## config.mk

```make
export PLATFORM = sky130hd
export DESIGN_NAME = csds_ctrl
export DESIGN_NICKNAME = d
export VERILOG_FILES = /design/src/rtl/csds_pkg.sv /design/src/rtl/csds_ctrl.sv
export SDC_FILE = /design/constraint.sdc
export NUM_CORES = 1
export LEC_CHECK = 0
export CORE_MARGIN = 1.5
export CORE_UTILIZATION = 56
export CTS_BUF_LIST = sky130_fd_sc_hd__clkbuf_16
export DETAILED_ROUTE_END_ITERATION = 12
export DONT_BUFFER_PORTS = 1
export MAX_ROUTING_LAYER = met4
export PLACE_DENSITY = 0.74
export SKIP_CTS_REPAIR_TIMING = 1
export SLEW_MARGIN = 40
export SYNTH_ARGS = -nofsm -noshare
export SYNTH_HDL_FRONTEND = slang
export SYNTH_SLANG_ARGS = --single-unit
```

## constraint.sdc

```tcl
create_clock -name i_clk -period 1.7 [get_ports i_clk]
set_input_delay 0.425 -clock i_clk [delete_from_list [all_inputs] [get_ports i_clk]]
set_output_delay 0.425 -clock i_clk [all_outputs]
set_load 0.05 [all_outputs]
```

## src/rtl/csds_pkg.sv

```systemverilog
`timescale 1ns / 1ps
// Shared types, codes and saturating helpers for the coupled spring-damper step.
// No dependencies.
package csds_pkg;

    localparam int FRACTION_BITS_DEF = 16;
    localparam int CFG_W             = 31;
    localparam int CFG_IDX_W         = 3;
    localparam int SQRT_ITERS        = 32;
    localparam int CNT_W             = $clog2(SQRT_ITERS);

    typedef logic signed [31:0] t_word;

    localparam logic [1:0] OP_TICK    = 2'd0;
    localparam logic [1:0] OP_PRESS   = 2'd1;
    localparam logic [1:0] OP_RELEASE = 2'd2;

    typedef enum logic [CFG_IDX_W-1:0] {
        CFG_INVERSE_MASS  = 3'd0,
        CFG_BODY_DAMPING  = 3'd1,
        CFG_BODY_SPRING   = 3'd2,
        CFG_LINK_SPRING   = 3'd3,
        CFG_LINK_DAMPING  = 3'd4,
        CFG_FOLLOWER_GAIN = 3'd5,
        CFG_REST_LENGTH   = 3'd6
    } t_cfg_idx;

    typedef struct packed {
        logic [1:0] op;
        t_word      accel_x;
        t_word      accel_y;
        t_word      pointer_x;
        t_word      pointer_y;
    } t_in;

    typedef struct packed {
        t_word leader_x;
        t_word leader_y;
        t_word follower_x;
        t_word follower_y;
        t_word link_force_x;
        t_word link_force_y;
    } t_out;

    typedef enum logic [3:0] {
        STEP_RP, STEP_RV, STEP_LP, STEP_LV, STEP_DAMP, STEP_SPR, STEP_IMASS,
        STEP_SQ, STEP_UR, STEP_LS, STEP_LD, STEP_FG, STEP_FV, STEP_FP
    } t_step;

    typedef struct packed {
        logic  load;
        logic  mul;
        logic  wb;
        t_step step;
        logic  axis;
        logic  sqrt_run;
        logic  div_init;
        logic  div_run;
        logic  div_end;
        logic  out_load;
    } t_cmd;

    function automatic t_word f_sat33(input logic signed [32:0] v);
        if (v > 33'sd2147483647) begin
            return 32'sh7fff_ffff;
        end else if (v < -33'sd2147483648) begin
            return 32'sh8000_0000;
        end
        return v[31:0];
    endfunction

    function automatic t_word f_add(input t_word a, input t_word b);
        return f_sat33({a[31], a} + {b[31], b});
    endfunction

    function automatic t_word f_sub(input t_word a, input t_word b);
        return f_sat33({a[31], a} - {b[31], b});
    endfunction

endpackage

```

## src/rtl/csds_ctrl.sv

```systemverilog
`timescale 1ns / 1ps
// Sequencer for the step: handshakes, multiply steps, root and divide iterations.
// Depends on csds_pkg.
module csds_ctrl #(
    parameter int FRACTION_BITS = csds_pkg::FRACTION_BITS_DEF
) (
    input  logic            i_clk,
    input  logic            i_rst_n,
    input  logic            i_in_valid,
    output logic            o_in_ready,
    input  logic [1:0]      i_op,
    output logic            o_out_valid,
    input  logic            i_out_ready,
    output csds_pkg::t_cmd  o_cmd
);
    import csds_pkg::*;

    typedef enum logic [7:0] {
        ST_IDLE  = 8'b0000_0001,
        ST_MUL   = 8'b0000_0010,
        ST_WB    = 8'b0000_0100,
        ST_SQRT  = 8'b0000_1000,
        ST_DINIT = 8'b0001_0000,
        ST_DIV   = 8'b0010_0000,
        ST_DEND  = 8'b0100_0000,
        ST_OUT   = 8'b1000_0000
    } t_state;

    t_state           r_state, n_state;
    t_step            r_step, n_step;
    logic             r_axis, n_axis;
    logic [CNT_W-1:0] r_cnt, n_cnt;
    logic             r_ovalid, n_ovalid;
    logic             in_fire;
    logic             out_free;

    function automatic t_step f_next(input t_step s);
        case (s)
            STEP_RP:   return STEP_RV;
            STEP_RV:   return STEP_LP;
            STEP_LP:   return STEP_LV;
            STEP_LV:   return STEP_DAMP;
            STEP_DAMP: return STEP_SPR;
            STEP_SPR:  return STEP_IMASS;
            STEP_UR:   return STEP_LS;
            STEP_LS:   return STEP_LD;
            STEP_LD:   return STEP_FG;
            STEP_FG:   return STEP_FV;
            STEP_FV:   return STEP_FP;
            default:   return s;
        endcase
    endfunction

    assign o_in_ready  = (r_state == ST_IDLE);
    assign in_fire     = i_in_valid && o_in_ready;
    assign out_free    = !r_ovalid || i_out_ready;
    assign o_out_valid = r_ovalid;

    always_comb begin
        o_cmd          = '0;
        o_cmd.load     = in_fire;
        o_cmd.mul      = (r_state == ST_MUL);
        o_cmd.wb       = (r_state == ST_WB);
        o_cmd.step     = r_step;
        o_cmd.axis     = r_axis;
        o_cmd.sqrt_run = (r_state == ST_SQRT);
        o_cmd.div_init = (r_state == ST_DINIT);
        o_cmd.div_run  = (r_state == ST_DIV);
        o_cmd.div_end  = (r_state == ST_DEND);
        o_cmd.out_load = (r_state == ST_OUT) && out_free;
    end

    always_comb begin
        n_state  = r_state;
        n_step   = r_step;
        n_axis   = r_axis;
        n_cnt    = r_cnt;
        n_ovalid = o_cmd.out_load ? 1'b1 : (i_out_ready ? 1'b0 : r_ovalid);
        unique case (r_state)
            ST_IDLE: begin
                if (in_fire) begin
                    n_step  = STEP_RP;
                    n_axis  = 1'b0;
                    n_state = (i_op == OP_TICK) ? ST_MUL : ST_OUT;
                end
            end
            ST_MUL: begin
                n_state = ST_WB;
            end
            ST_WB: begin
                n_state = ST_MUL;
                if (r_step == STEP_IMASS) begin
                    n_step = r_axis ? STEP_SQ : STEP_RP;
                    n_axis = !r_axis;
                end else if (r_step == STEP_SQ) begin
                    n_axis = !r_axis;
                    if (r_axis) begin
                        n_state = ST_SQRT;
                        n_cnt   = '0;
                    end
                end else if (r_step == STEP_FP) begin
                    n_step = STEP_UR;
                    n_axis = !r_axis;
                    if (r_axis) begin
                        n_state = ST_OUT;
                    end
                end else begin
                    n_step = f_next(r_step);
                end
            end
            ST_SQRT: begin
                n_cnt = r_cnt + 1'b1;
                if (r_cnt == CNT_W'(SQRT_ITERS - 1)) begin
                    n_state = ST_DINIT;
                    n_axis  = 1'b0;
                end
            end
            ST_DINIT: begin
                n_state = ST_DIV;
                n_cnt   = '0;
            end
            ST_DIV: begin
                n_cnt = r_cnt + 1'b1;
                if (r_cnt == CNT_W'(FRACTION_BITS)) begin
                    n_state = ST_DEND;
                end
            end
            ST_DEND: begin
                n_axis = !r_axis;
                if (r_axis) begin
                    n_state = ST_MUL;
                    n_step  = STEP_UR;
                end else begin
                    n_state = ST_DINIT;
                end
            end
            ST_OUT: begin
                if (out_free) begin
                    n_state = ST_IDLE;
                end
            end
            default: begin
                n_state = ST_IDLE;
            end
        endcase
    end

    always_ff @(posedge i_clk) begin
        if (!i_rst_n) begin
            r_state  <= ST_IDLE;
            r_step   <= STEP_RP;
            r_axis   <= 1'b0;
            r_cnt    <= '0;
            r_ovalid <= 1'b0;
        end else begin
            r_state  <= n_state;
            r_step   <= n_step;
            r_axis   <= n_axis;
            r_cnt    <= n_cnt;
            r_ovalid <= n_ovalid;
        end
    end

    a_no_tick_to_out: assert property (@(posedge i_clk) disable iff (!i_rst_n)
        in_fire && (i_op != OP_TICK) |=> r_state == ST_OUT)
        else $error("press or release did not go straight to result");

    a_div_count: assert property (@(posedge i_clk) disable iff (!i_rst_n)
        r_state == ST_DIV |-> r_cnt <= CNT_W'(FRACTION_BITS))
        else $error("divide iteration count overrun");

    a_out_hold: assert property (@(posedge i_clk) disable iff (!i_rst_n)
        (r_state == ST_OUT) && r_ovalid && !i_out_ready |=> r_state == ST_OUT)
        else $error("result dropped while output register busy");

endmodule

```

# ---- Word level (Yosys, flattened, before mapping)
# Index checks and enable logic that the tools add are counted.
dict set report totals {
  regBits 19
  input_bits 6
  output_inout_bits 15
  wordCells 88
}
dict set report op_classes {
  add_sub_neg 1
  eq_ne 34
  muxes 32
  reduce_logical 16
}
# op count
set ops {}
lappend ops {{two-way mux 8 bit} 9}
lappend ops {{one-hot mux 8 bit (8 select lines)} 1}
lappend ops {{one-hot mux 4 bit (11 select lines)} 1}
lappend ops {{equality test 4 bit (second input constant)} 6}
lappend ops {{two-way mux 4 bit} 6}
lappend ops {{two-way mux 5 bit} 4}
lappend ops {{equality test 4 x 3 -> 1 bit (second input constant)} 4}
lappend ops {{one-hot mux 5 bit (3 select lines)} 1}
lappend ops {{inequality test 14 x 1 -> 1 bit (second input constant)} 1}
lappend ops {{inequality test 2 x 1 -> 1 bit (second input constant)} 6}
lappend ops {{one-hot mux 4 bit (3 select lines)} 1}
lappend ops {{AND reduction 4 bit} 3}
lappend ops {{equality test 5 bit (second input constant)} 2}
lappend ops {{equality test 4 x 2 -> 1 bit (second input constant)} 2}
lappend ops {{equality test 8 x 1 -> 1 bit (second input constant)} 1}
lappend ops {{equality test 8 x 2 -> 1 bit (second input constant)} 1}
lappend ops {{equality test 8 x 3 -> 1 bit (second input constant)} 1}
lappend ops {{equality test 8 x 4 -> 1 bit (second input constant)} 1}
lappend ops {{equality test 8 x 5 -> 1 bit (second input constant)} 1}
lappend ops {{equality test 8 x 6 -> 1 bit (second input constant)} 1}
lappend ops {{equality test 8 x 7 -> 1 bit (second input constant)} 1}
lappend ops {{equality test 8 bit (second input constant)} 1}
lappend ops {{two-way mux 1 bit} 7}
lappend ops {{nonzero test 3 bit} 2}
lappend ops {{other kinds (16)} 19}

# ---- Longest topological paths before layout
# Gate-level depths: netlist of run 1.
dict set report depth {
  depth_word 6
  ltp_mapped 7
  depth_no_buf 7
}

# ---- Worst setup path before layout of run 1
# Ideal clock, no wire load.
dict set report synth_path {
  path_kind {register to output}
  from {reg r_state[3]}
  to {out o_cmd[12] (netlist bit)}
  arrival_time_ns 2.534
  required_ns 1.275
  setup_slack_ns -1.259
  stages_incl_launch_ff 6
  path_buffers 2
  path_cell_list {dfxtp_1 > buf_2 > or3_1 > nor3_1 > and2_1 > buf_4}
}
dict set report synth_between {
  elab_chain_cells 2
}
# element line
set synth_rtl {}
lappend synth_rtl {{start: declaration} csds_ctrl.sv:29} ;# t_state r_state, n_state;
lappend synth_rtl {{start signal: assignment} csds_ctrl.sv:156} ;# r_state <= n_state;
lappend synth_rtl {{equality test 8 x 1 -> 1 bit} csds_ctrl.sv:54} ;# assign o_in_ready = (r_state == ST_IDLE);
lappend synth_rtl {{via o_in_ready} csds_ctrl.sv:10} ;# output logic o_in_ready,
lappend synth_rtl {{logical AND 1 bit} csds_ctrl.sv:55} ;# assign in_fire = i_in_valid && o_in_ready;
lappend synth_rtl {{end: declaration} csds_ctrl.sv:14} ;# output csds_pkg::t_cmd o_cmd
# The timed path passes the listed nets, and every way through them passes these cells.

==> impl_metrics.yaml, run 1 <==
floorplan:
  dieArea_mm2: 0.002562
  pin_count: 21
  rows: 17
  die_h_um: 50.62
  coreArea_mm2: 0.002170
  start_util: 0.5854
  die_width_um: 50.62
global_route:
  antenna_found_initial: 0
  track_usage: 0.3175
  grt_pass1_wl_um: 5858
  grt_pass1_vias: 1262
  overflow: 0
  grt_max_degree: 12
sta:
  hold_ws_ps: 290.5
  rsz0062_at_grt: "yes"
  fin_skew_ps: 8.444
  finalCriticalPeriod_ps: 2098
  finalHoldViolCount: 0
  min_period_over_period: 1.234
  tightest_slew_ps: 455.6
  setup_tns_ps: -3940
  timing.fmax_mhz: 476.7
  finalMaxSlewViolations: 0
  max-slew-margin-rel: 0.6944
  final-setup-viol-count: 24
  postLayoutSetupSlackWorst_ps: -397.7
setup_path:
  cp-end-kind: "primary output"
  cp_cell_sequence: "or3_4 -> buf_6 -> nor3_4 -> and2_4 -> buf_12"
  crit_type: "reg2out"
  cp_data_arrival_time_ps: 1670
  worst-path-max-fanout: 3
  cp_data_required_time_ps: 1270
  max_stage_delay_ps: 400
  crit_slowest_cell: "or3_4"
  cp-start-kind: "register"
clock_network:
  numCtsBuffers: 3
  cts_buffer_depth: 2
  clk-insertion-delay-late_ps: 260
  clock_sinks: 19
  root_buffer: "clkbuf_16"
  tritoncts: "built"
  htreeDepth: 1
  path_clk_slew_ps: 60
drt:
  ant_nets: 0
  drt_wl_total_um: 5889
  vias: 1678
  avgRoutedWirePerCell_um: 25.38
  drt_iter0_drc: 133
  route.detailed.drc: 0
  viasPerCell: 7.233
  first_pass_iters: 4
finish:
  syn2layout_area_growth_pct: 60.89
  regArea_um2: 406.6
  fillCellCount: 63
  nets: 214
  n_antenna_cell: 0
  drive_gt1_frac: 0.5000
  multi_input_area_mm2: 0.001010
yosys:
  syn_avg_cell_area_um2: 7.839
  syn_inst: 162
  yosys_warnings: 0
  ys_ff_latch: 19
  synth_fp_nets: 171
  synth_edf_count: 0
  seq_area_frac_synth: 0.2995
  ys_types: 48
  ys_async_sr_fraction: 0
  synth_ff_type: "dfxtp_1"
  syn_area_mm2: 0.001270
outcome:
  status: "finished with violations"
  violations: "negative setup slack"
power_and_ir_drop:
  power_mw: 1.418
  p_leak_nw: 0.7786
  power.density_mw_per_mm2: 693.9
  vdd_drop_max_mv: 0.6873
place:
  dp_hpwl_um: 2598
  gp_congestion: 0.8938
  port-buffer-count: 0
run:
  maxCapViolations: 0
hold_path:
  hp-class: "in2reg"
## flip-flops by register name, summed over array words and instances, names as in the netlist
register	cells
r_state	8
r_cnt	5
r_step	4
r_axis	1
o_out_valid	1
## power breakdown
group | switching (mW) | internal, mW | leakage (nW)
clock | 0.192 | 0.314 | 0.0423
sequential | 0.0130 | 0.451 | 0.160
combinational | 0.252 | 0.195 | 0.576
## worst max-delay path, delay by kind of cell (launching register included)
| family | cells | cell delay [ps] |
|---|---|---|
| AND/OR/NAND/NOR | 3 | 810 |
| buffers and inverters | 2 | 280 |
| flip-flops | 1 | 330 |
## cell usage after synthesis (2+ instances only)
master    instances  area [um^2]
nand2b_1          8        50.05
nand3_1           8        40.04
dfxtp_1          19        380.4
nand3b_1          4        30.03
buf_4             3        22.52
mux2i_1           3        30.03
inv_1             7        26.28
o21ai_0           9        45.04
nor4_1            3        18.77
and2_1            2        12.51
nor3_1            7        35.03
o21a_1            2        15.01
or3_1             2        12.51
a21oi_1          13        65.06
nor2_1           16        60.06
ha_1              3        37.54
nand4b_1          2        17.52
or2_2             2        12.51
clkbuf_1          5        18.77
and3_1            6        37.54
a211oi_1          2        15.01
buf_2             2        10.01
nand2_1           9        33.78
## final cells by class
cell class,count,share of cell area
Clock buffer,3,0.03674
Sequential cell,19,0.1990
Tap cell,28,0.01715
Multi-Input combinational cell,123,0.4942
Clock inverter,1,0.001837
Inverter,8,0.01653
Timing Repair Buffer,50,0.2345
## worst paths after layout
path | startpoint | endpoint | slack, ps | cells past startpoint
worst max-delay path | r_state[1] | o_cmd[12] | -400 | 5
worst min-delay path | i_rst_n | r_state[5] | 290 | 1
worst min register to register | r_cnt[4] | r_cnt[4] | 550 | 2
worst max register to register | r_state[1] | r_cnt[0] | -220 | 7
## logic make-up (layout without fill, tap and decap cells)
group | after synthesis | count (layout) | share of synthesized area
simple gates | 76 | 76 | 0.3419
flops | 19 | 19 | 0.2995
buf+inv | 20 | 62 | 0.07684
fa+ha+maj | 3 | 3 | 0.02956
mux | 3 | 3 | 0.02365
xor+xnor | 2 | 2 | 0.01380
compound gates | 39 | 39 | 0.2148
## metrics by stage
step	area (um^2)	cells	setup WS (ps)	util
CTS	1718	220	-378.5	0.7918
finish	2043	232	-397.7	0.9418
global placement	1639	216	-85.86	0.7555
floorplan	1336	162	-465.0	-
global route	2043	232	-435.9	0.9418
detailed placement	1639	216	-121.9	0.7555
## metal layers
layer  wire (um)  GRT usage  vias to the layer above
met1        2050     0.3801                      792
met4         384     0.1532                        0
met2        2777     0.5132                      167
met3         676    0.05952                       51
li1            -          -                      668
met5           0          -                        -
## placed cells by master, fill, tap and decap left out, drive strengths merged, types with 3 or more instances in the layout
master / instances
a21oi: 13
and3: 6
buf: 50
clkbuf: 3
dfxtp: 19
ha: 3
inv: 7
mux2i: 3
nand2: 9
nand2b: 8
nand3: 8
nand3b: 4
nor2: 16
nor3: 8
nor4: 5
o21ai: 10
Power figures use the tool's default switching activity.
==> run 2: changes to the inputs <==
--- a/config.mk
+++ b/config.mk
@@ -5,13 +5,14 @@
 export SDC_FILE = /design/constraint.sdc
 export NUM_CORES = 1
 export LEC_CHECK = 0
+export CELL_PAD_IN_SITES_DETAIL_PLACEMENT = 0
+export CELL_PAD_IN_SITES_GLOBAL_PLACEMENT = 1
 export CORE_MARGIN = 1.5
-export CORE_UTILIZATION = 56
-export CTS_BUF_LIST = sky130_fd_sc_hd__clkbuf_16
+export CORE_UTILIZATION = 41
 export DETAILED_ROUTE_END_ITERATION = 12
 export DONT_BUFFER_PORTS = 1
 export MAX_ROUTING_LAYER = met4
-export PLACE_DENSITY = 0.74
+export PLACE_DENSITY = 0.72
 export SKIP_CTS_REPAIR_TIMING = 1
 export SLEW_MARGIN = 40
 export SYNTH_ARGS = -nofsm -noshare
==> impl_metrics.yaml, run 2 (same netlist as run 1, synthesis figures left out) <==
outcome:
  status: "finished with violations"
  violations: "negative setup slack"
clock_network:
  clock_sinks: 19
  root_buffer: "clkbuf_4"
  htreeDepth: 1
  tritoncts: "built"
  clk-insertion-delay-late_ps: 310
  numCtsBuffers: 3
  cts_buffer_depth: 2
  path_clk_slew_ps: 120
finish:
  final_common_cell: "buf_4"
  top_register: "r_state"
  fillCellCount: 242
  n_antenna_cell: 0
  top_regs: "r_state x8, r_cnt x5, r_step x4"
  largest_reg_flops: 8
  multi_input_area_um2: 952.2
  drive_gt1_frac: 0.4854
  nets: 216
  most-common-layout-cells: "buf_4 (37), nor2_1 (13), a21oi_1 (12), buf_6 (10), nand2_1 (9)"
  fin_cells: 239
  syn2layout_area_growth_pct: 53.69
  regArea_um2: 406.6
global_route:
  antenna_found_initial: 0
  grt_pass1_wl_um: 5906
  track_usage: 0.2280
  grt_max_degree: 12
  grt_pass1_vias: 1260
  overflow: 0
drt:
  avgRoutedWirePerCell_um: 16.29
  drt_wl_total_um: 3894
  wl_met3_um: 170
  route.detailed.drc: 0
  viasPerCell: 5.749
  top_layer: "met4"
  wl_met1_um: 1692
  ant_nets: 0
  vias: 1374
  first_pass_iters: 4
  dr_wl_met2_um: 2003
  drt_iter0_drc: 67
run:
  maxCapViolations: 0
sta:
  tightest_slew_ps: 472.0
  finalHoldViolCount: 0
  postLayoutSetupSlackWorst_ps: -363.9
  max-slew-margin-rel: 0.6824
  min_period_over_period: 1.214
  timing.fmax_mhz: 484.5
  finalCriticalPeriod_ps: 2064
  final-setup-viol-count: 16
  finalMaxSlewViolations: 0
  rsz0062_at_grt: "yes"
  hold_ws_ps: 213.4
  fin_skew_ps: 11.34
floorplan:
  die_width_um: 58.66
  start_util: 0.4229
  pin_count: 21
  rows: 20
  die_h_um: 58.66
  coreArea_mm2: 0.003003
  dieArea_mm2: 0.003440
power_and_ir_drop:
  swShare: 0.3514
  power.switching_uw: 400.5
  power_mw: 1.140
  pwr-share-seq: 0.405
  p_int_uw: 739.3
  vdd_drop_max_mv: 0.4855
  p_leak_nw: 0.7531
  combinationalPowerShare: 0.380
  power_frac_clock: 0.215
  power.density_mw_per_mm2: 584.0
setup_path:
  cp-start-kind: "register"
  crit_buf_inv: 2
  cp_data_required_time_ps: 1270
  cp-end-kind: "primary output"
  critPathTopFamily: "simple AND/OR/NAND/NOR gates"
  crit_slowest_cell: "or3_4"
  worst-path-max-fanout: 5
  cp_cell_sequence: "or3_4 -> buf_6 -> nor2_4 -> and3_4 -> buf_12"
  crit_type: "reg2out"
  max_stage_delay_ps: 400
  cp_data_arrival_time_ps: 1640
place:
  dp_hpwl_um: 2671
  gp_congestion: 0.8611
  port-buffer-count: 0
  dp_cells: 228
hold_path:
  hp-class: "in2reg"
run 2: routing by layer:
layer | vias up | GRT usage
li1 | 676 | -
met1 | 662 | 0.2917
met2 | 32 | 0.3628
met3 | 4 | 0.04176
met4 | 0 | 0.07792
met5 | - | -
run 2: power by group through the flow:
stage,Sequential (mW),Combinational (mW),Clock (mW)
after global routing,0.464,0.452,0.280
after CTS,0.462,0.331,0.253
after floorplan,0.476,0.226,0
after detailed placement,0.472,0.329,0
final,0.462,0.433,0.245
after global placement,0.472,0.327,0
run 2: area by class of cell:
| class | instances | area share |
|---|---|---|
| tap | 33 | 0.02115 |
| inverter | 8 | 0.01731 |
| sequential | 19 | 0.2083 |
| timing repair buffer | 52 | 0.2513 |
| multi-input combinational | 123 | 0.4878 |
| clock inverter | 1 | 0.002564 |
| clock buffer | 3 | 0.01154 |
run 2: stage by stage:
stage	area, um^2	setup TNS [ps]	util	setup slack (ps)
after global routing	1952	-4514	0.6500	-412.4
final	1952	-3547	0.6500	-363.9
after detailed placement	1698	-592.0	0.5654	-100.8
after CTS	1725	-3848	0.5746	-459.9
after floorplan	1336	-1215	-	-465.0
after global placement	1698	-393.2	0.5654	-81.74
run 2: worst register-to-register path, cell delays in order, from the launching register on:
cell and delay (ps):
dfxtp_2 340, or3_4 400, buf_6 140, buf_6 110
buf_6 110, nor4_4 330, a21oi_2 100, a311o_1 330
run 2: worst paths after layout:
kind,startpoint,end,slack (ps),cells past startpoint
max reg2reg,r_state[1],r_state[0],-240,7
min,i_rst_n,r_state[5],210,1
max,r_state[1],o_cmd[3],-360,5
min reg2reg,r_cnt[0],r_cnt[0],500,1
